==> config.mk <==
export PLATFORM = sky130hd
export DESIGN_NAME = silog_queue
export DESIGN_NICKNAME = d
export VERILOG_FILES = /design/src/hdl/silog_pkg.sv /design/src/hdl/silog_queue.sv
export SDC_FILE = /design/constraint.sdc
export NUM_CORES = 1
export LEC_CHECK = 0
export BUFFER_PORTS_ARGS = -buffer_cell sky130_fd_sc_hd__buf_4
export CAP_MARGIN = 20
export CORE_MARGIN = 10
export CORE_UTILIZATION = 30
export DETAILED_ROUTE_END_ITERATION = 10
export SLEW_MARGIN = 0
export SYNTH_ARGS = -nofsm -noshare
export SYNTH_HDL_FRONTEND = slang
export SYNTH_SLANG_ARGS = --single-unit
==> constraint.sdc <==
create_clock -name clk -period 2.97 [get_ports clk]
set_clock_uncertainty 0.2 [all_clocks]
set_input_delay 0.4455 -clock clk [delete_from_list [all_inputs] [get_ports clk]]
set_output_delay 0.4455 -clock clk [all_outputs]
set_load 0.01 [all_outputs]
==> src/hdl/silog_pkg.sv <==
// ----------------------------------------------------------------------------
// silog_pkg
// shared widths, queue item type and log table generator
// ----------------------------------------------------------------------------
package silog_pkg;

  localparam int MAX_PAIRS_DEF      = 1048576;
  localparam int LOG_TABLE_SIZE_DEF = 256;

  localparam int VAL_W    = 32;   // prediction, target, loss
  localparam int SHIFT_W  = 16;   // log_shift register
  localparam int USED_W   = 21;   // pairs_used port
  localparam int LN_W     = 22;   // signed q5.16 log
  localparam int D_W      = 22;   // signed log difference
  localparam int AD_W     = 21;   // magnitude of difference
  localparam int SQ_W     = 42;   // squared difference
  localparam int DS_W     = 42;   // signed running sum
  localparam int SS_W     = 61;   // running sum of squares
  localparam int MM_W     = 82;   // square of the mean magnitude
  localparam int QDEPTH   = 4;
  localparam int QPTR_W   = 2;

  localparam logic [SHIFT_W-1:0] SHIFT_RESET = 16'd7;
  localparam int unsigned        LN2_Q16     = 45426;
  localparam longint unsigned    LN2_Q32     = 64'd2977044472;
  localparam logic [DS_W-1:0]    DS_MAX      = {1'b0, {(DS_W-1){1'b1}}};
  localparam logic [SS_W-1:0]    SS_MAX      = {SS_W{1'b1}};

  typedef struct packed {
    logic signed [D_W-1:0] d;
    logic [SQ_W-1:0]       sq;
    logic                  last;
  } silog_item_t;

  // position of the leading one, zero for an all-zero word
  function automatic logic [5:0] lead_pos(input logic [32:0] v);
    logic [5:0] p;
    p = 6'd0;
    for (int i = 0; i < 33; i++) begin
      if (v[i]) p = 6'(i);
    end
    return p;
  endfunction

  // round(ln(1 + i/size) * 2^16) by repeated squaring of the mantissa
  function automatic logic [15:0] log_entry(input int unsigned i, input int unsigned size);
    longint unsigned num;
    longint unsigned rem;
    longint unsigned z;
    longint unsigned l2;
    longint unsigned lnq;
    num = longint'(size + i) << 30;
    rem = 64'd0;
    z   = 64'd0;
    for (int b = 63; b >= 0; b--) begin
      rem = (rem << 1) | ((num >> b) & 64'd1);
      z   = z << 1;
      if (rem >= longint'(size)) begin
        rem = rem - longint'(size);
        z   = z | 64'd1;
      end
    end
    l2 = 64'd0;
    for (int k = 0; k < 32; k++) begin
      z  = (z * z) >> 30;
      l2 = l2 << 1;
      if (z >= (64'd1 << 31)) begin
        z  = z >> 1;
        l2 = l2 | 64'd1;
      end
    end
    lnq = (l2 * LN2_Q32) >> 32;
    return 16'((lnq + 64'd32768) >> 16);
  endfunction

endpackage

==> src/hdl/silog_queue.sv <==
// ----------------------------------------------------------------------------
// silog_queue
// small fifo between the log pipeline and the accumulator
// ----------------------------------------------------------------------------
module silog_queue (
  input  logic                   clk,
  input  logic                   rst,
  input  logic                   push,
  input  silog_pkg::silog_item_t push_item,
  output logic                   q_ready,
  output logic                   q_valid,
  input  logic                   pop,
  output silog_pkg::silog_item_t pop_item
);

  silog_pkg::silog_item_t mem [silog_pkg::QDEPTH];
  logic [silog_pkg::QPTR_W-1:0] wr_ptr, rd_ptr;
  logic [silog_pkg::QPTR_W:0]   count;

  assign q_ready  = count != (silog_pkg::QPTR_W+1)'(silog_pkg::QDEPTH);
  assign q_valid  = count != '0;
  assign pop_item = mem[rd_ptr];

  always_ff @(posedge clk) begin
    if (rst) begin
      wr_ptr <= '0;
      rd_ptr <= '0;
      count  <= '0;
    end else begin
      if (push) wr_ptr <= wr_ptr + 1'b1;
      if (pop)  rd_ptr <= rd_ptr + 1'b1;
      if (push && !pop)      count <= count + 1'b1;
      else if (!push && pop) count <= count - 1'b1;
    end
  end

  always_ff @(posedge clk) begin
    if (push) mem[wr_ptr] <= push_item;
  end

endmodule

; ---- After elaboration in Yosys (flattened, before gate mapping)
; Memories as Yosys holds them, arrays and structs flattened. A register that Yosys moved wholly into a read port is not among the register bits.
; Cells that the tools add are included.
[totals]
reg_bits = 7
mem_bits_rw = 260
out_inout_bits = 67
elab_cells = 21
memories = 1
[classes]
addsub = 4
eq_ne = 1
muxes = 6
reduce_logical = 6
[memory_table]
columns = memory, depth, width, read_ports, rd_ports_with_merged_regs, wr, line_no
row1 = mem, 4, 65, 1, 1, 1, silog_queue.sv:16  ; silog_pkg::silog_item_t mem [silog_pkg::QDEPTH];
[ops]
columns = op, n
row1 = two-way mux 3 bit, 2
row2 = "adder 2 x 1 -> 2 bit, second input constant", 2
row3 = two-way mux 2 bit, 2
row4 = "adder 3 x 1 -> 3 bit, second input constant", 1
row5 = "inequality test 3 bit, second input constant", 1
row6 = nonzero test 3 bit, 1
row7 = "subtractor 3 x 1 -> 3 bit, second input constant", 1
row8 = logical AND 1 bit, 2
row9 = zero test 1 bit, 2
row10 = two-way mux 1 bit, 2
row11 = nonzero test 2 bit, 1

; ---- Longest topological paths before layout
[logic_depth]
depth_word = 4
mapped_depth = 7
depth_no_buf = 7

; ---- Worst setup path before layout
; OpenSTA, ideal clock, no wires.
[synth_timing]
path_type = reg-to-reg
start = register wr_ptr[0] (netlist bit)
end = memory mem[0][0] (netlist bit) (enable)
setup_ps = 430
arrival_time_ps = 2070
path_slack_ps = 270
stages_incl_launch_ff = 4
synth_period_minus_slack_ps = 2700
cell_sequence = dfxtp_1 > inv_1 > ha_1 > and2_1
[synth_lines]
columns = item, line_no
row1 = from (decl), silog_queue.sv:17  ; logic [silog_pkg::QPTR_W-1:0] wr_ptr, rd_ptr;
row2 = from (signal assigned), silog_queue.sv:30  ; if (push) wr_ptr <= wr_ptr + 1'b1;
row3 = to (decl), silog_queue.sv:16
; Straight into the memory's write port.

==> flow_summary_export.csv <==
group,metric,value,unit
die,core_area,32500,µm²
detailed_routing,antenna_left,0,
pwr,p_per_area,678,nW/µm²
grt,grt-ovfl-total,0,
die,placementRows,66,
worst_setup_path,timing.reg2reg.worst_path_depth,4,
yosys,synth_warnings,0,
worst_setup_path,crit_slowest_cell,"dfxtp_4",
clock_tree,clkTransAtPathRegs,0.06,ns
pwr,seq_power_share,0.501,
die,die_w,201,µm
worst_setup_path,worstSetupStartpointType,"flop",
die,io_pins,136,
detailed_routing,dr.pass1.iters,4,
worst_setup_path,crit_arrival,2.06,ns
clock_tree,numCtsBuffers,27,
worst_setup_path,r2r-start,"wr_ptr[0]",
timing,finalSetupViolations,0,
layout,area_growth,31.9,%
worst_setup_path,worstSetupEndpointType,"output port",
hold_path,holdPathStages,3,
worst_setup_path,r2r_setup_slack,0.97,ns
place,routabilityCongestion,0.686,
timing,rsz0062_at_grt,"no",
grt,grt_pass1_wl,31800,µm
detailed_routing,drtIter0Drc,211,
layout,nets,683,
yosys,avgSynthCellArea,25.7,µm²
die,start_util,0.304,
yosys,synth_cells,384,
clock_tree,clockRootBuffer,"clkbuf_16",
grt,grt_max_degree,42,
worst_setup_path,critPathKind,"reg -> out",
pwr,combPwrFrac,0.113,
detailed_routing,drc_errors,0,
yosys,synth.distinct_cells,20,
clock_tree,insertion_delay,0.53,ns
pwr,power_leakage,4.38,nW
timing,slew_viol_final,0,
hold_path,hold_end,"wr_ptr[1]",
pwr,ir_drop,0.354,mV
worst_setup_path,crit_fanout,41,
grt,grtUsageTotal,0.0981,
timing,fin_setup_tns,0,ns
pwr,clkPwrFrac,0.386,
detailed_routing,vias,4683,
clock_tree,cts_tree,"yes",
detailed_routing,vias_per_cell,4.37,
layout,drive_above_1_share,0.408,
timing,slew_headroom,0.661,
pwr,p_int,6.91,mW
layout,utilization,0.401,
yosys,netlist_area,9850,µm²
yosys,ys_seq_elements,269,
place,place_ws,0.783,ns
grt,grt_pass1_vias,5473,
place,hpwl,12600,µm
timing,final.min_clock_period,2.71,ns
run_status,status,"completed",
yosys,synth_nets,459,
grt,antenna_found_initial,1,
clock_tree,cts_buffer_depth,3,
timing,max_freq,0.369,GHz
place,port_buffers,135,
timing,worst_slew_pin_slew,0.509,ns
clock_tree,clock_sinks,269,
worst_setup_path,timing.rr.end,"mem[0][0]",
hold_path,hold_class,"in -> reg",
die,die-area,40500,µm²
run,cap_viol_max_count,0,
timing,fin_hold_ws,0.0419,ns
layout,n_fill_cell,2883,
worst_setup_path,cp_data_required_time,2.32,ns
detailed_routing,wl_per_cell,18.7,µm
yosys,yosysSeqAreaShare,0.811,
timing,fin_ws,0.263,ns
pwr,p_sw,1.91,mW
hold_path,hp-start,"push",
timing,hold_viol,0,
timing,post-route-period-util,0.911,
layout,multi_input_area,1710,µm²
layout,seq_area,8000,µm²
worst_setup_path,critPathMaxStageDelay,0.60,ns
worst_setup_path,cp_cell_sequence,"buf_12 > mux4_2 > buf_4",
pwr,switching_share,0.216,
clock_tree,htreeDepth,1,
detailed_routing,wl,20000,µm
die,die_y,201,µm
## worst max-delay path by stage
stage               from      endpoint  slack (ns)
3_5_place_dp        flop  pop_item[54]        0.78
3_3_place_gp        flop  pop_item[54]        0.81
5_1_grt             flop  pop_item[59]        0.18
6_report            flop  pop_item[54]        0.26
4_1_cts             flop  pop_item[54]        0.19
2_1_floorplan  wr_ptr[0]     mem[0][0]        0.27
## sequential cells by signal (all words and copies together) (netlist names), named ones only
name    count
count       3
mem       260
rd_ptr      2
wr_ptr      2
## cell type report
class	count	share of cell area
sequential	269	0.615
antenna	1	0.000193
tap	442	0.0425
multi-input combinational	96	0.131
clock inverter	20	0.0164
clock buffer	29	0.0526
inverter	4	0.00116
timing repair buffer	210	0.141
## cell usage after synthesis, drive strengths merged
master  count  share of area
fa          1         0.0020
buf        13          0.015
inv         4         0.0015
or3         2         0.0013
dfxtp       9          0.018
mux2i       2         0.0020
and2        4         0.0025
xor2        3         0.0027
o21ai       1        0.00051
nor2        8         0.0030
mux4       65           0.15
edfxtp    260           0.79
clkbuf      2        0.00076
nand2       2        0.00076
xnor2       2         0.0018
ha          5         0.0063
a21oi       1        0.00051
## layer usage
| metal | GRT usage | vias to the layer above | wire [µm] |
|---|---|---|---|
| met2 | 0.167 | 127 | 9870 |
| met5 | 0 | - | 0 |
| met4 | 0.0247 | 0 | 394 |
| met1 | 0.122 | 2441 | 8610 |
| met3 | 0.0249 | 35 | 1150 |
| li1 | - | 2080 | - |
## per-stage QoR
step | total power, mW | area [µm²] | cells
after floorplan | 4.99 | 9850 | 384
after detailed placement | 5.45 | 11400 | 954
after global placement | 5.42 | 11400 | 954
after global routing | 9.17 | 13000 | 1071
final | 8.82 | 13000 | 1071
after CTS | 8.95 | 13000 | 1070
## power groups by stage
| stage | Combinational, mW | Sequential [mW] | Clock [mW] |
|---|---|---|---|
| 6_report | 0.999 | 4.42 | 3.40 |
| 5_1_grt | 1.08 | 4.43 | 3.65 |
| 4_1_cts | 1.03 | 4.42 | 3.50 |
| 3_5_place_dp | 0.950 | 4.50 | 0 |
| 3_3_place_gp | 0.935 | 4.49 | 0 |
| 2_1_floorplan | 0.509 | 4.48 | 0 |
## critical path: cells and delay by family, from the launching register on
kind	cells	cell delay, ns
DFF	1	0.60
muxes	1	0.37
buffers and inverters	2	0.47
## layout by cell type, fill, tap and decap left out, types with 2 or more instances in the layout
cell type,n
edfxtp_1,260
inv_1,4
clkinv_1,5
and2_4,4
dfxtp_4,2
inv_6,2
clkinvlp_4,3
or3_1,2
dlygate4sd3_1,67
ha_1,5
buf_12,7
clkbuf_1,2
clkbuf_16,27
bufinv_16,4
dfxtp_1,7
mux2i_1,2
xor2_1,3
nor2_1,8
mux4_2,65
buf_4,136
xnor2_1,2
nand2_1,2
clkinv_2,5
## cell families (layout without fill, tap and decap cells)
group | after synthesis | in the layout | share of synthesized area
XOR/XNOR | 5 | 5 | 0.00444
flip-flops | 269 | 269 | 0.811
other | 0 | 1 | 0
adder cells (fa/ha/maj) | 6 | 6 | 0.00838
AND/OR/NAND/NOR | 16 | 16 | 0.00762
AO/OA/AOI/OAI | 2 | 2 | 0.00101
multiplexers | 67 | 67 | 0.151
buffers and inverters | 19 | 263 | 0.0174
## repair_timing
action                                 4_1_cts  5_1_grt
setup endpoints to repair                    0        0
resized for setup                            0        0
hold buffers                                67        0
endpoints found under the hold margin      269        0
setup buffers                                0        0
Power figures use the tool's default switching activity.
