$ cat config.mk
export PLATFORM = sky130hd
export DESIGN_NAME = silog_back
export DESIGN_NICKNAME = d
export VERILOG_FILES = /design/src/hdl/silog_pkg.sv /design/src/hdl/silog_back.sv
export SDC_FILE = /design/constraint.sdc
export NUM_CORES = 2
export LEC_CHECK = 0
export BUFFER_PORTS_ARGS = -buffer_cell sky130_fd_sc_hd__buf_2
export CAP_MARGIN = 20
export CORE_UTILIZATION = 50
export CTS_BUF_LIST = sky130_fd_sc_hd__clkbuf_4 sky130_fd_sc_hd__clkbuf_8 sky130_fd_sc_hd__clkbuf_16
export DETAILED_ROUTE_END_ITERATION = 8
export GPL_ROUTABILITY_DRIVEN = 0
export GPL_TIMING_DRIVEN = 0
export PLACE_DENSITY = 0.69
export SLEW_MARGIN = 25
export SYNTH_ARGS = -nofsm -noshare
export SYNTH_HDL_FRONTEND = slang
export SYNTH_SLANG_ARGS = --single-unit
$ cat constraint.sdc
create_clock -name clk -period 10.9 [get_ports clk]
set_clock_uncertainty 0.15 [all_clocks]
set_input_delay 1.09 -clock clk [delete_from_list [all_inputs] [get_ports clk]]
set_output_delay 1.09 -clock clk [all_outputs]
set_load 0.05 [all_outputs]
$ cat src/hdl/silog_pkg.sv
// ----------------------------------------------------------------------------
// silog_pkg
// shared widths, queue item type and log table generator
// ----------------------------------------------------------------------------
package silog_pkg;

  localparam int MAX_PAIRS_DEF      = 1048576;
  localparam int LOG_TABLE_SIZE_DEF = 256;

  localparam int VAL_W    = 32;   // prediction, target, loss
  localparam int SHIFT_W  = 16;   // log_shift register
  localparam int USED_W   = 21;   // pairs_used port
  localparam int LN_W     = 22;   // signed q5.16 log
  localparam int D_W      = 22;   // signed log difference
  localparam int AD_W     = 21;   // magnitude of difference
  localparam int SQ_W     = 42;   // squared difference
  localparam int DS_W     = 42;   // signed running sum
  localparam int SS_W     = 61;   // running sum of squares
  localparam int MM_W     = 82;   // square of the mean magnitude
  localparam int QDEPTH   = 4;
  localparam int QPTR_W   = 2;

  localparam logic [SHIFT_W-1:0] SHIFT_RESET = 16'd7;
  localparam int unsigned        LN2_Q16     = 45426;
  localparam longint unsigned    LN2_Q32     = 64'd2977044472;
  localparam logic [DS_W-1:0]    DS_MAX      = {1'b0, {(DS_W-1){1'b1}}};
  localparam logic [SS_W-1:0]    SS_MAX      = {SS_W{1'b1}};

  typedef struct packed {
    logic signed [D_W-1:0] d;
    logic [SQ_W-1:0]       sq;
    logic                  last;
  } silog_item_t;

  // position of the leading one, zero for an all-zero word
  function automatic logic [5:0] lead_pos(input logic [32:0] v);
    logic [5:0] p;
    p = 6'd0;
    for (int i = 0; i < 33; i++) begin
      if (v[i]) p = 6'(i);
    end
    return p;
  endfunction

  // round(ln(1 + i/size) * 2^16) by repeated squaring of the mantissa
  function automatic logic [15:0] log_entry(input int unsigned i, input int unsigned size);
    longint unsigned num;
    longint unsigned rem;
    longint unsigned z;
    longint unsigned l2;
    longint unsigned lnq;
    num = longint'(size + i) << 30;
    rem = 64'd0;
    z   = 64'd0;
    for (int b = 63; b >= 0; b--) begin
      rem = (rem << 1) | ((num >> b) & 64'd1);
      z   = z << 1;
      if (rem >= longint'(size)) begin
        rem = rem - longint'(size);
        z   = z | 64'd1;
      end
    end
    l2 = 64'd0;
    for (int k = 0; k < 32; k++) begin
      z  = (z * z) >> 30;
      l2 = l2 << 1;
      if (z >= (64'd1 << 31)) begin
        z  = z >> 1;
        l2 = l2 | 64'd1;
      end
    end
    lnq = (l2 * LN2_Q32) >> 32;
    return 16'((lnq + 64'd32768) >> 16);
  endfunction

endpackage

$ cat src/hdl/silog_back.sv
// ----------------------------------------------------------------------------
// silog_back
// accumulators, serial dividers, split squaring and result register
// ----------------------------------------------------------------------------
module silog_back #(
  parameter int MAX_PAIRS = silog_pkg::MAX_PAIRS_DEF
) (
  input  logic                            clk,
  input  logic                            rst,
  input  logic                            q_valid,
  output logic                            pop,
  input  silog_pkg::silog_item_t          pop_item,
  output logic                            out_valid,
  input  logic                            out_ready,
  output logic [silog_pkg::VAL_W-1:0]     loss,
  output logic [silog_pkg::USED_W-1:0]    pairs_used
);

  localparam int CW = $clog2(MAX_PAIRS + 1);
  localparam int SS = silog_pkg::SS_W;

  typedef enum logic [4:0] {
    ST_ACC = 5'b00001,
    ST_DIV = 5'b00010,
    ST_SQR = 5'b00100,
    ST_FIN = 5'b01000,
    ST_OUT = 5'b10000
  } state_t;

  state_t state;
  logic [CW-1:0]                        pair_count;
  logic signed [silog_pkg::DS_W-1:0]    diff_sum;
  logic [SS-1:0]                        square_sum;
  logic [CW-1:0]                        count_next;
  logic signed [silog_pkg::DS_W-1:0]    diff_next;
  logic [SS-1:0]                        square_next;
  logic signed [silog_pkg::DS_W:0]      dsum;
  logic [SS:0]                          ssum;
  logic                                 room;

  logic [CW-1:0]  divisor;
  logic [SS-1:0]  num_sq, num_ds;
  logic [CW-1:0]  rem_sq, rem_ds;
  logic [CW:0]    trial_sq, trial_ds;
  logic [5:0]     step;
  logic [1:0]     mstep;
  logic [41:0]    prod;
  logic [silog_pkg::MM_W-1:0] mm;
  logic [SS-1:0]  lq;
  logic [silog_pkg::MM_W-1:0] half;
  logic [SS:0]    rnd;
  logic [63:0]    count_wide;

  assign room = pair_count < CW'(MAX_PAIRS);
  assign pop  = (state == ST_ACC) && q_valid;

  always_comb begin
    dsum = (silog_pkg::DS_W+1)'(diff_sum) + (silog_pkg::DS_W+1)'($signed(pop_item.d));
    ssum = (SS+1)'(square_sum) + (SS+1)'(pop_item.sq);
    count_next  = pair_count;
    diff_next   = diff_sum;
    square_next = square_sum;
    if (room) begin
      count_next = pair_count + 1'b1;
      if (dsum > $signed((silog_pkg::DS_W+1)'(silog_pkg::DS_MAX)))
        diff_next = silog_pkg::DS_MAX;
      else if (dsum < -$signed((silog_pkg::DS_W+1)'(silog_pkg::DS_MAX)))
        diff_next = -silog_pkg::DS_MAX;
      else
        diff_next = silog_pkg::DS_W'(dsum);
      square_next = ssum[SS] ? silog_pkg::SS_MAX : ssum[SS-1:0];
    end
  end

  assign trial_sq = {rem_sq, num_sq[SS-1]};
  assign trial_ds = {rem_ds, num_ds[SS-1]};
  assign half     = mm >> 1;
  assign rnd      = (SS+1)'(lq) + (SS+1)'(32768);
  assign count_wide = 64'(pair_count);

  always_ff @(posedge clk) begin
    if (rst) begin
      state      <= ST_ACC;
      pair_count <= '0;
      diff_sum   <= '0;
      square_sum <= '0;
      out_valid  <= 1'b0;
    end else begin
      if ((state == ST_OUT) && (!out_valid || out_ready)) begin
        out_valid <= 1'b1;
      end else if (out_ready) begin
        out_valid <= 1'b0;
      end
      case (state)
        ST_ACC: begin
          if (pop) begin
            pair_count <= count_next;
            diff_sum   <= diff_next;
            square_sum <= square_next;
            if (pop_item.last) state <= ST_DIV;
          end
        end
        ST_DIV: begin
          if (step == 6'(SS - 1)) state <= ST_SQR;
        end
        ST_SQR: begin
          if (mstep == 2'd3) state <= ST_FIN;
        end
        ST_FIN: begin
          state <= ST_OUT;
        end
        ST_OUT: begin
          if (!out_valid || out_ready) begin
            pair_count <= '0;
            diff_sum   <= '0;
            square_sum <= '0;
            state      <= ST_ACC;
          end
        end
        default: state <= ST_ACC;
      endcase
    end
  end

  // datapath registers
  always_ff @(posedge clk) begin
    case (state)
      ST_ACC: begin
        divisor <= (count_next == '0) ? CW'(1) : count_next;
        num_sq  <= square_next;
        num_ds  <= SS'(diff_next[silog_pkg::DS_W-1] ? -diff_next : diff_next);
        rem_sq  <= '0;
        rem_ds  <= '0;
        step    <= '0;
        mstep   <= '0;
      end
      ST_DIV: begin
        step <= step + 1'b1;
        if (trial_sq >= (CW+1)'(divisor)) begin
          rem_sq <= CW'(trial_sq - (CW+1)'(divisor));
          num_sq <= {num_sq[SS-2:0], 1'b1};
        end else begin
          rem_sq <= trial_sq[CW-1:0];
          num_sq <= {num_sq[SS-2:0], 1'b0};
        end
        if (trial_ds >= (CW+1)'(divisor)) begin
          rem_ds <= CW'(trial_ds - (CW+1)'(divisor));
          num_ds <= {num_ds[SS-2:0], 1'b1};
        end else begin
          rem_ds <= trial_ds[CW-1:0];
          num_ds <= {num_ds[SS-2:0], 1'b0};
        end
      end
      ST_SQR: begin
        // m = hi * 2^21 + lo, squared in three partial products
        mstep <= mstep + 1'b1;
        case (mstep)
          2'd0: begin
            prod <= 42'(num_ds[20:0]) * 42'(num_ds[20:0]);
          end
          2'd1: begin
            mm   <= silog_pkg::MM_W'(prod);
            prod <= 42'(num_ds[40:21]) * 42'(num_ds[20:0]);
          end
          2'd2: begin
            mm   <= mm + (silog_pkg::MM_W'(prod) << 22);
            prod <= 42'(num_ds[40:21]) * 42'(num_ds[40:21]);
          end
          default: begin
            mm <= mm + (silog_pkg::MM_W'(prod) << 42);
          end
        endcase
      end
      ST_FIN: begin
        lq <= (half > silog_pkg::MM_W'(num_sq)) ? '0 : SS'(silog_pkg::MM_W'(num_sq) - half);
      end
      ST_OUT: begin
        if (!out_valid || out_ready) begin
          loss       <= (rnd[SS:48] != '0) ? '1 : rnd[47:16];
          pairs_used <= count_wide[silog_pkg::USED_W-1:0];
        end
      end
      default: begin
        step <= '0;
      end
    endcase
  end

endmodule

# Word-level counts from Yosys, hierarchy flattened
# Index checks and enable logic that the tools add are counted.
dict set report word_totals {
  reg_bits 561
  input_bits 69
  output_inout_bits 55
  elab_cells 107
}
dict set report op_classes {
  n_addsub 12
  mul 3
  n_lt_le_gt_ge 6
  eq_ne 14
  mux 36
  bitwise_logic 1
  n_reduce_logical 18
}
# operator n
set ops {}
lappend ops {{case mux 61 bit (2 select lines)} 3}
lappend ops {{2-to-1 mux 61 bit} 5}
lappend ops {{case mux 82 bit (3 select lines)} 1}
lappend ops {{2-to-1 mux 42 bit} 5}
lappend ops {{case mux 21 bit (2 select lines)} 3}
lappend ops {{case mux 42 bit (3 select lines)} 1}
lappend ops {{2-to-1 mux 21 bit} 5}
lappend ops {{case mux 42 bit (2 select lines)} 1}
lappend ops {{adder 82 x 64 -> 82 bit} 1}
lappend ops {{adder 82 bit} 1}
lappend ops {{> comparator 81 x 61 -> 1 bit} 1}
lappend ops {{adder 61 x 16 -> 62 bit (second input constant)} 1}
lappend ops {{adder 61 x 42 -> 62 bit} 1}
lappend ops {{negator 42 -> 61 bit} 1}
lappend ops {{subtractor 61 bit} 1}
lappend ops {{greater-or-equal comparator 22 x 21 -> 1 bit} 2}
lappend ops {{adder 42 x 22 -> 43 bit} 1}
lappend ops {{> comparator 43 x 42 -> 1 bit (second input constant)} 1}
lappend ops {{< comparator 43 x 42 -> 1 bit (second input constant)} 1}
lappend ops {{multiplier 21 x 21 -> 42 bit} 1}
lappend ops {{subtractor 21 bit} 2}
lappend ops {{multiplier 20 x 21 -> 41 bit} 1}
lappend ops {{multiplier 20 x 20 -> 40 bit} 1}
lappend ops {{2-to-1 mux 5 bit} 5}
lappend ops {{other kinds (31)} 44}

# Longest topological paths before layout
dict set report depth {
  word_depth 8
  depth_mapped 33
  mapped_depth_nobuf 32
}

# Least setup slack after synthesis
# No wires, ideal clock.
dict set report synth_timing {
  path_kind {reg-to-reg}
  startpoint {register num_ds[31]}
  endpoint {register prod[39], data pin}
  setup_time_ns 0.262
  arrival_ns 8.085
  required_time_ns 10.488
  slack_ns 2.403
  path_stages_with_launch 34
  path_buffers 2
  path_cell_list {edfxtp_1 > clkbuf_1 > clkbuf_1 > nand2_1 > fa_1 > inv_1 > fa_1 > inv_1 > fa_1 > inv_1 > fa_1 > inv_1 > fa_1 > inv_1 > fa_1 > inv_1 > fa_1 > inv_1 > ha_1 > a21oi_1 > and3_1 > a221oi_1 > a221oi_1 > a211oi_1 > o31ai_1 > nor2_1 > o31a_1 > o21ai_0 > nand2b_1 > a41o_1 > o21ai_0 > nor2_1 > a21oi_1 > nand3_1}
}
dict set report synth_via {
  elab_chain_len 2
}
# item line_no
set synth_lines {}
lappend synth_lines {{start: declaration} silog_back.sv:42} ;# logic [SS-1:0] num_sq, num_ds;
lappend synth_lines {{start signal: assignment} silog_back.sv:131} ;# num_ds <= SS'(diff_next[silog_pkg::DS_W-1] ? -diff_next : diff_next);
lappend synth_lines {{start signal: assignment} silog_back.sv:148} ;# num_ds <= {num_ds[SS-2:0], 1'b1};
lappend synth_lines {{start signal: assignment} silog_back.sv:151} ;# num_ds <= {num_ds[SS-2:0], 1'b0};
lappend synth_lines {{multiplier 20 x 21 -> 41 bit / multiplier 20 x 20 -> 40 bit (equally long branches)} {silog_back.sv:163, silog_back.sv:167}}
lappend synth_lines {{case mux 42 bit (3 select lines) (*)} silog_back.sv:157} ;# case (mstep)
lappend synth_lines {{end signal: assignment} silog_back.sv:159} ;# prod <= 42'(num_ds[20:0]) * 42'(num_ds[20:0]);
lappend synth_lines {{end signal: assignment} silog_back.sv:163} ;# prod <= 42'(num_ds[40:21]) * 42'(num_ds[20:0]);
lappend synth_lines {{end signal: assignment} silog_back.sv:167} ;# prod <= 42'(num_ds[40:21]) * 42'(num_ds[40:21]);
lappend synth_lines {{end: declaration} silog_back.sv:47} ;# logic [41:0] prod;
# Mark *: on every way between the ends. The rest lies on a longest branch, timed or not.
# A chain may end at the register's enable or synchronous reset.

# Worst setup path after layout
dict set report layout_timing {
  startpoint {register num_ds[33]}
  endpoint {register prod[40], data pin}
}
dict set report layout_via {
  elab_chain_len 2
}
# item line_no
set layout_lines {}
lappend layout_lines {{multiplier 20 x 21 -> 41 bit} silog_back.sv:163}
lappend layout_lines {{case mux 42 bit (3 select lines)} silog_back.sv:157}
# Every way passes these cells.

==> run summary <==
synthesized area per cell -> 8.93 sq um
RR Startpoint -> num_ds[33]$_DFFE_PN_
Layout area overhead -> 7.48%
Tcrit/Tclk final -> 98.8%
worst reg2reg setup slack -> 130 ps
Die X -> 395 microns
FF+latch count, synth -> 545
DR vias/cell -> 5.98
DRC viols -> 0
crit-path most repeated cell -> fa_1
Setup CP Type -> flip-flop to flip-flop
Clock transition at path regs -> 60 ps
Data required, critical path -> 11170 ps
total gr overflow -> 0
Worst Tran Pin Value -> 1180 ps
sink of the worst hold path -> square_sum[9]$_SDFFE_PP0P_
CP max FO -> 10
total die area -> 156000 sq um
CTS Buf Count -> 67
Seq/Total Area, Yosys -> 19.5%
Yosys top cell by area -> fa_1
core area -> 152000 sq um
fraction of layout cells with a size suffix above 1 -> 4.21%
DRT iter0 DRCs -> 7037
Root Buffer -> clkbuf_16
vias in the first global route -> 65800
routed wire length -> 256000 microns
slowest stage delay, CP -> 790 ps
iteration count of the initial detailed-routing pass -> 7
HPWL after DPL -> 205000 microns
post-synthesis xor/xnor area fraction -> 4.68%
crit start category -> flip-flop
syn_nets -> 10400
setup bufs post-CTS -> 0
Slew Viols, Final -> 0
Clk Latency, worst-skew pair -> 640 ps
largest family of logic cells by synthesized area -> adder cells
placed cell area -> 80500 sq um
clock sinks -> 545
Routed Antenna Nets -> 0
Netlist cell types -> 103
Hold/Removal Path Class -> flip-flop to flip-flop
hold depth -> 2
adder-cell share of the synthesized area -> 37.2%
outcome -> finished, final reports clean
setup_tns -> 0 ps
Post-Syn Area -> 77100 sq um
multiplexer share of the synthesized area -> 0.532%
htree depth -> 3
Final setup viols -> 0
synth top area cells -> fa_1 (24%), edfxtp_1 (16%), ha_1 (13%)
number of synthesized flops with an enable pin -> 415
Final #Nets -> 10600
# port buffers -> 123
site row count -> 143
RSZ-0062 raised after global routing -> false
final instance area -> 82800 sq um
total of max-cap violations -> 0
cells on worst reg2reg path -> 30
hold_sp -> square_sum[9]$_SDFFE_PP0P_
hold_buf cts -> 0
Die H -> 395 microns
Syn. warnings -> 0
Slowest-stage cell, CP -> clkbuf_1
compound-cell area share of the yosys netlist -> 13.4%
Wirelength per Cell -> 23.4 microns
I/O Pins -> 124
first-pass GRT wire length -> 387000 microns
vias -> 65400
GRT Total Usage -> 32.6%
FFs w/ async S/R, synth -> 0%
area share of the largest cell type after synthesis -> 24.3%
Max Freq -> 92.8 MHz
Starting Density -> 50.6%
CP endpoint kind -> flip-flop
Gate Count Post-Synth -> 8635
Period minus WS final -> 10770 ps
initial antenna violation count -> 17
simple-gate share of the synthesized area -> 16.0%
Crit Reg-Reg Endpoint -> prod[40]$_DFFE_PP_
Top FF cell, synth -> edfxtp_1
final hold violation count -> 0
Slew HR -> 21.3%
Max clock buf depth -> 3
CTS tree -> done
Worst EP arrival -> 11040 ps
largest net degree at the start of global routing -> 50
how the worst max path moves through the flow:
stage	end	depth (start not counted)	startpoint	slack, ps
after floorplan	prod[39]$_DFFE_PP_	33	num_ds[31]$_DFFE_PN_	2400
after global placement	prod[39]$_DFFE_PP_	33	num_ds[31]$_DFFE_PN_	-520
after detailed placement	prod[39]$_DFFE_PP_	33	num_ds[29]$_DFFE_PN_	-420
after CTS	prod[39]$_DFFE_PP_	33	num_ds[23]$_DFFE_PN_	30
after global routing	prod[40]$_DFFE_PP_	30	num_ds[33]$_DFFE_PN_	20
final	prod[40]$_DFFE_PP_	30	num_ds[33]$_DFFE_PN_	130
cells in the mapped netlist, types with 130 or more instances:
cell type,count
inv_1,1414
fa_1,936
ha_1,795
nand2_1,786
nor2_1,586
a21oi_1,467
and2_1,463
edfxtp_1,415
o21ai_0,347
clkbuf_1,306
xnor2_1,240
xor2_1,172
a21o_1,158
dfxtp_1,130
layer usage:
metal	share of wire, %	global-route usage (%)	wire length, microns
met2	44	50.9	113000
met5	0.024	0	61
met4	6.8	18.4	17300
met1	38	41.1	96700
met3	11	8.17	28900
per-stage QoR:
step	instances	util, %	worst slack [ps]	hold slack (ps)
floorplan	8635	-	2400	256
global placement	10800	52.6	-524	303
detailed placement	10800	52.8	-423	317
CTS	10900	54.3	33.7	329
global route	10900	54.3	18.7	343
finish	10900	54.3	127	332
cells by family (layout without fill, tap and decap cells):
logic type,Yosys count,after routing
simple gates,2530,2530
buf+inv,1765,2022
fa+ha+maj,1732,1732
compound gates,1611,1611
flops,545,545
xor+xnor,412,412
mux,40,40
other cells,0,13
timing repair:
item	in CTS	in global routing
setup endpoints to repair	4	10
resized for setup	5	32
endpoints found under the hold margin	0	0
layout by cell type, fill, tap and decap left out, drive strengths merged, types with 158 or more instances in the layout:
cell    synthesis  final
buf            36    173
nor2          588    588
fa            936    936
a21oi         467    467
clkbuf        307    393
inv          1415   1420
nand2         787    787
o21ai         353    353
edfxtp        415    415
xor2          172    172
and2          463    463
a21o          158    158
xnor2         240    240
ha            795    795
sequential cells by signal, indices dropped and copies added (netlist names):
name	flops
mm	81
out_valid	1
rem_sq	21
mstep	2
diff_sum	42
rem_ds	21
pairs_used	21
loss	32
divisor	21
state	5
step	6
pair_count	21
square_sum	61
num_sq	61
prod	42
lq	46
num_ds	61
worst max-delay path: cells and delay by family (launching register included):
family	cells	cell delay, ps
AND/OR/NAND/NOR	5	740
flip-flops	1	510
adder cells (fa/ha/maj)	8	4000
XOR/XNOR	1	770
AO/OA/AOI/OAI	9	2620
buffers and inverters	7	1710
area by class of cell:
class | count | area [sq um]
Tap cell | 2030 | 2540
Clock inverter | 34 | 387
Timing Repair Buffer | 136 | 847
Clock buffer | 89 | 1860
Buffer | 341 | 1350
Inverter | 1422 | 5340
Multi-Input combinational cell | 6325 | 55400
Fill cell | 14000 | 69600
Sequential cell | 545 | 15100
Antenna cell | 13 | 32.5
Power is left out: the tool's default activity adds up to more than one toggle a clock period on the data nets, which glitch-free logic cannot reach.
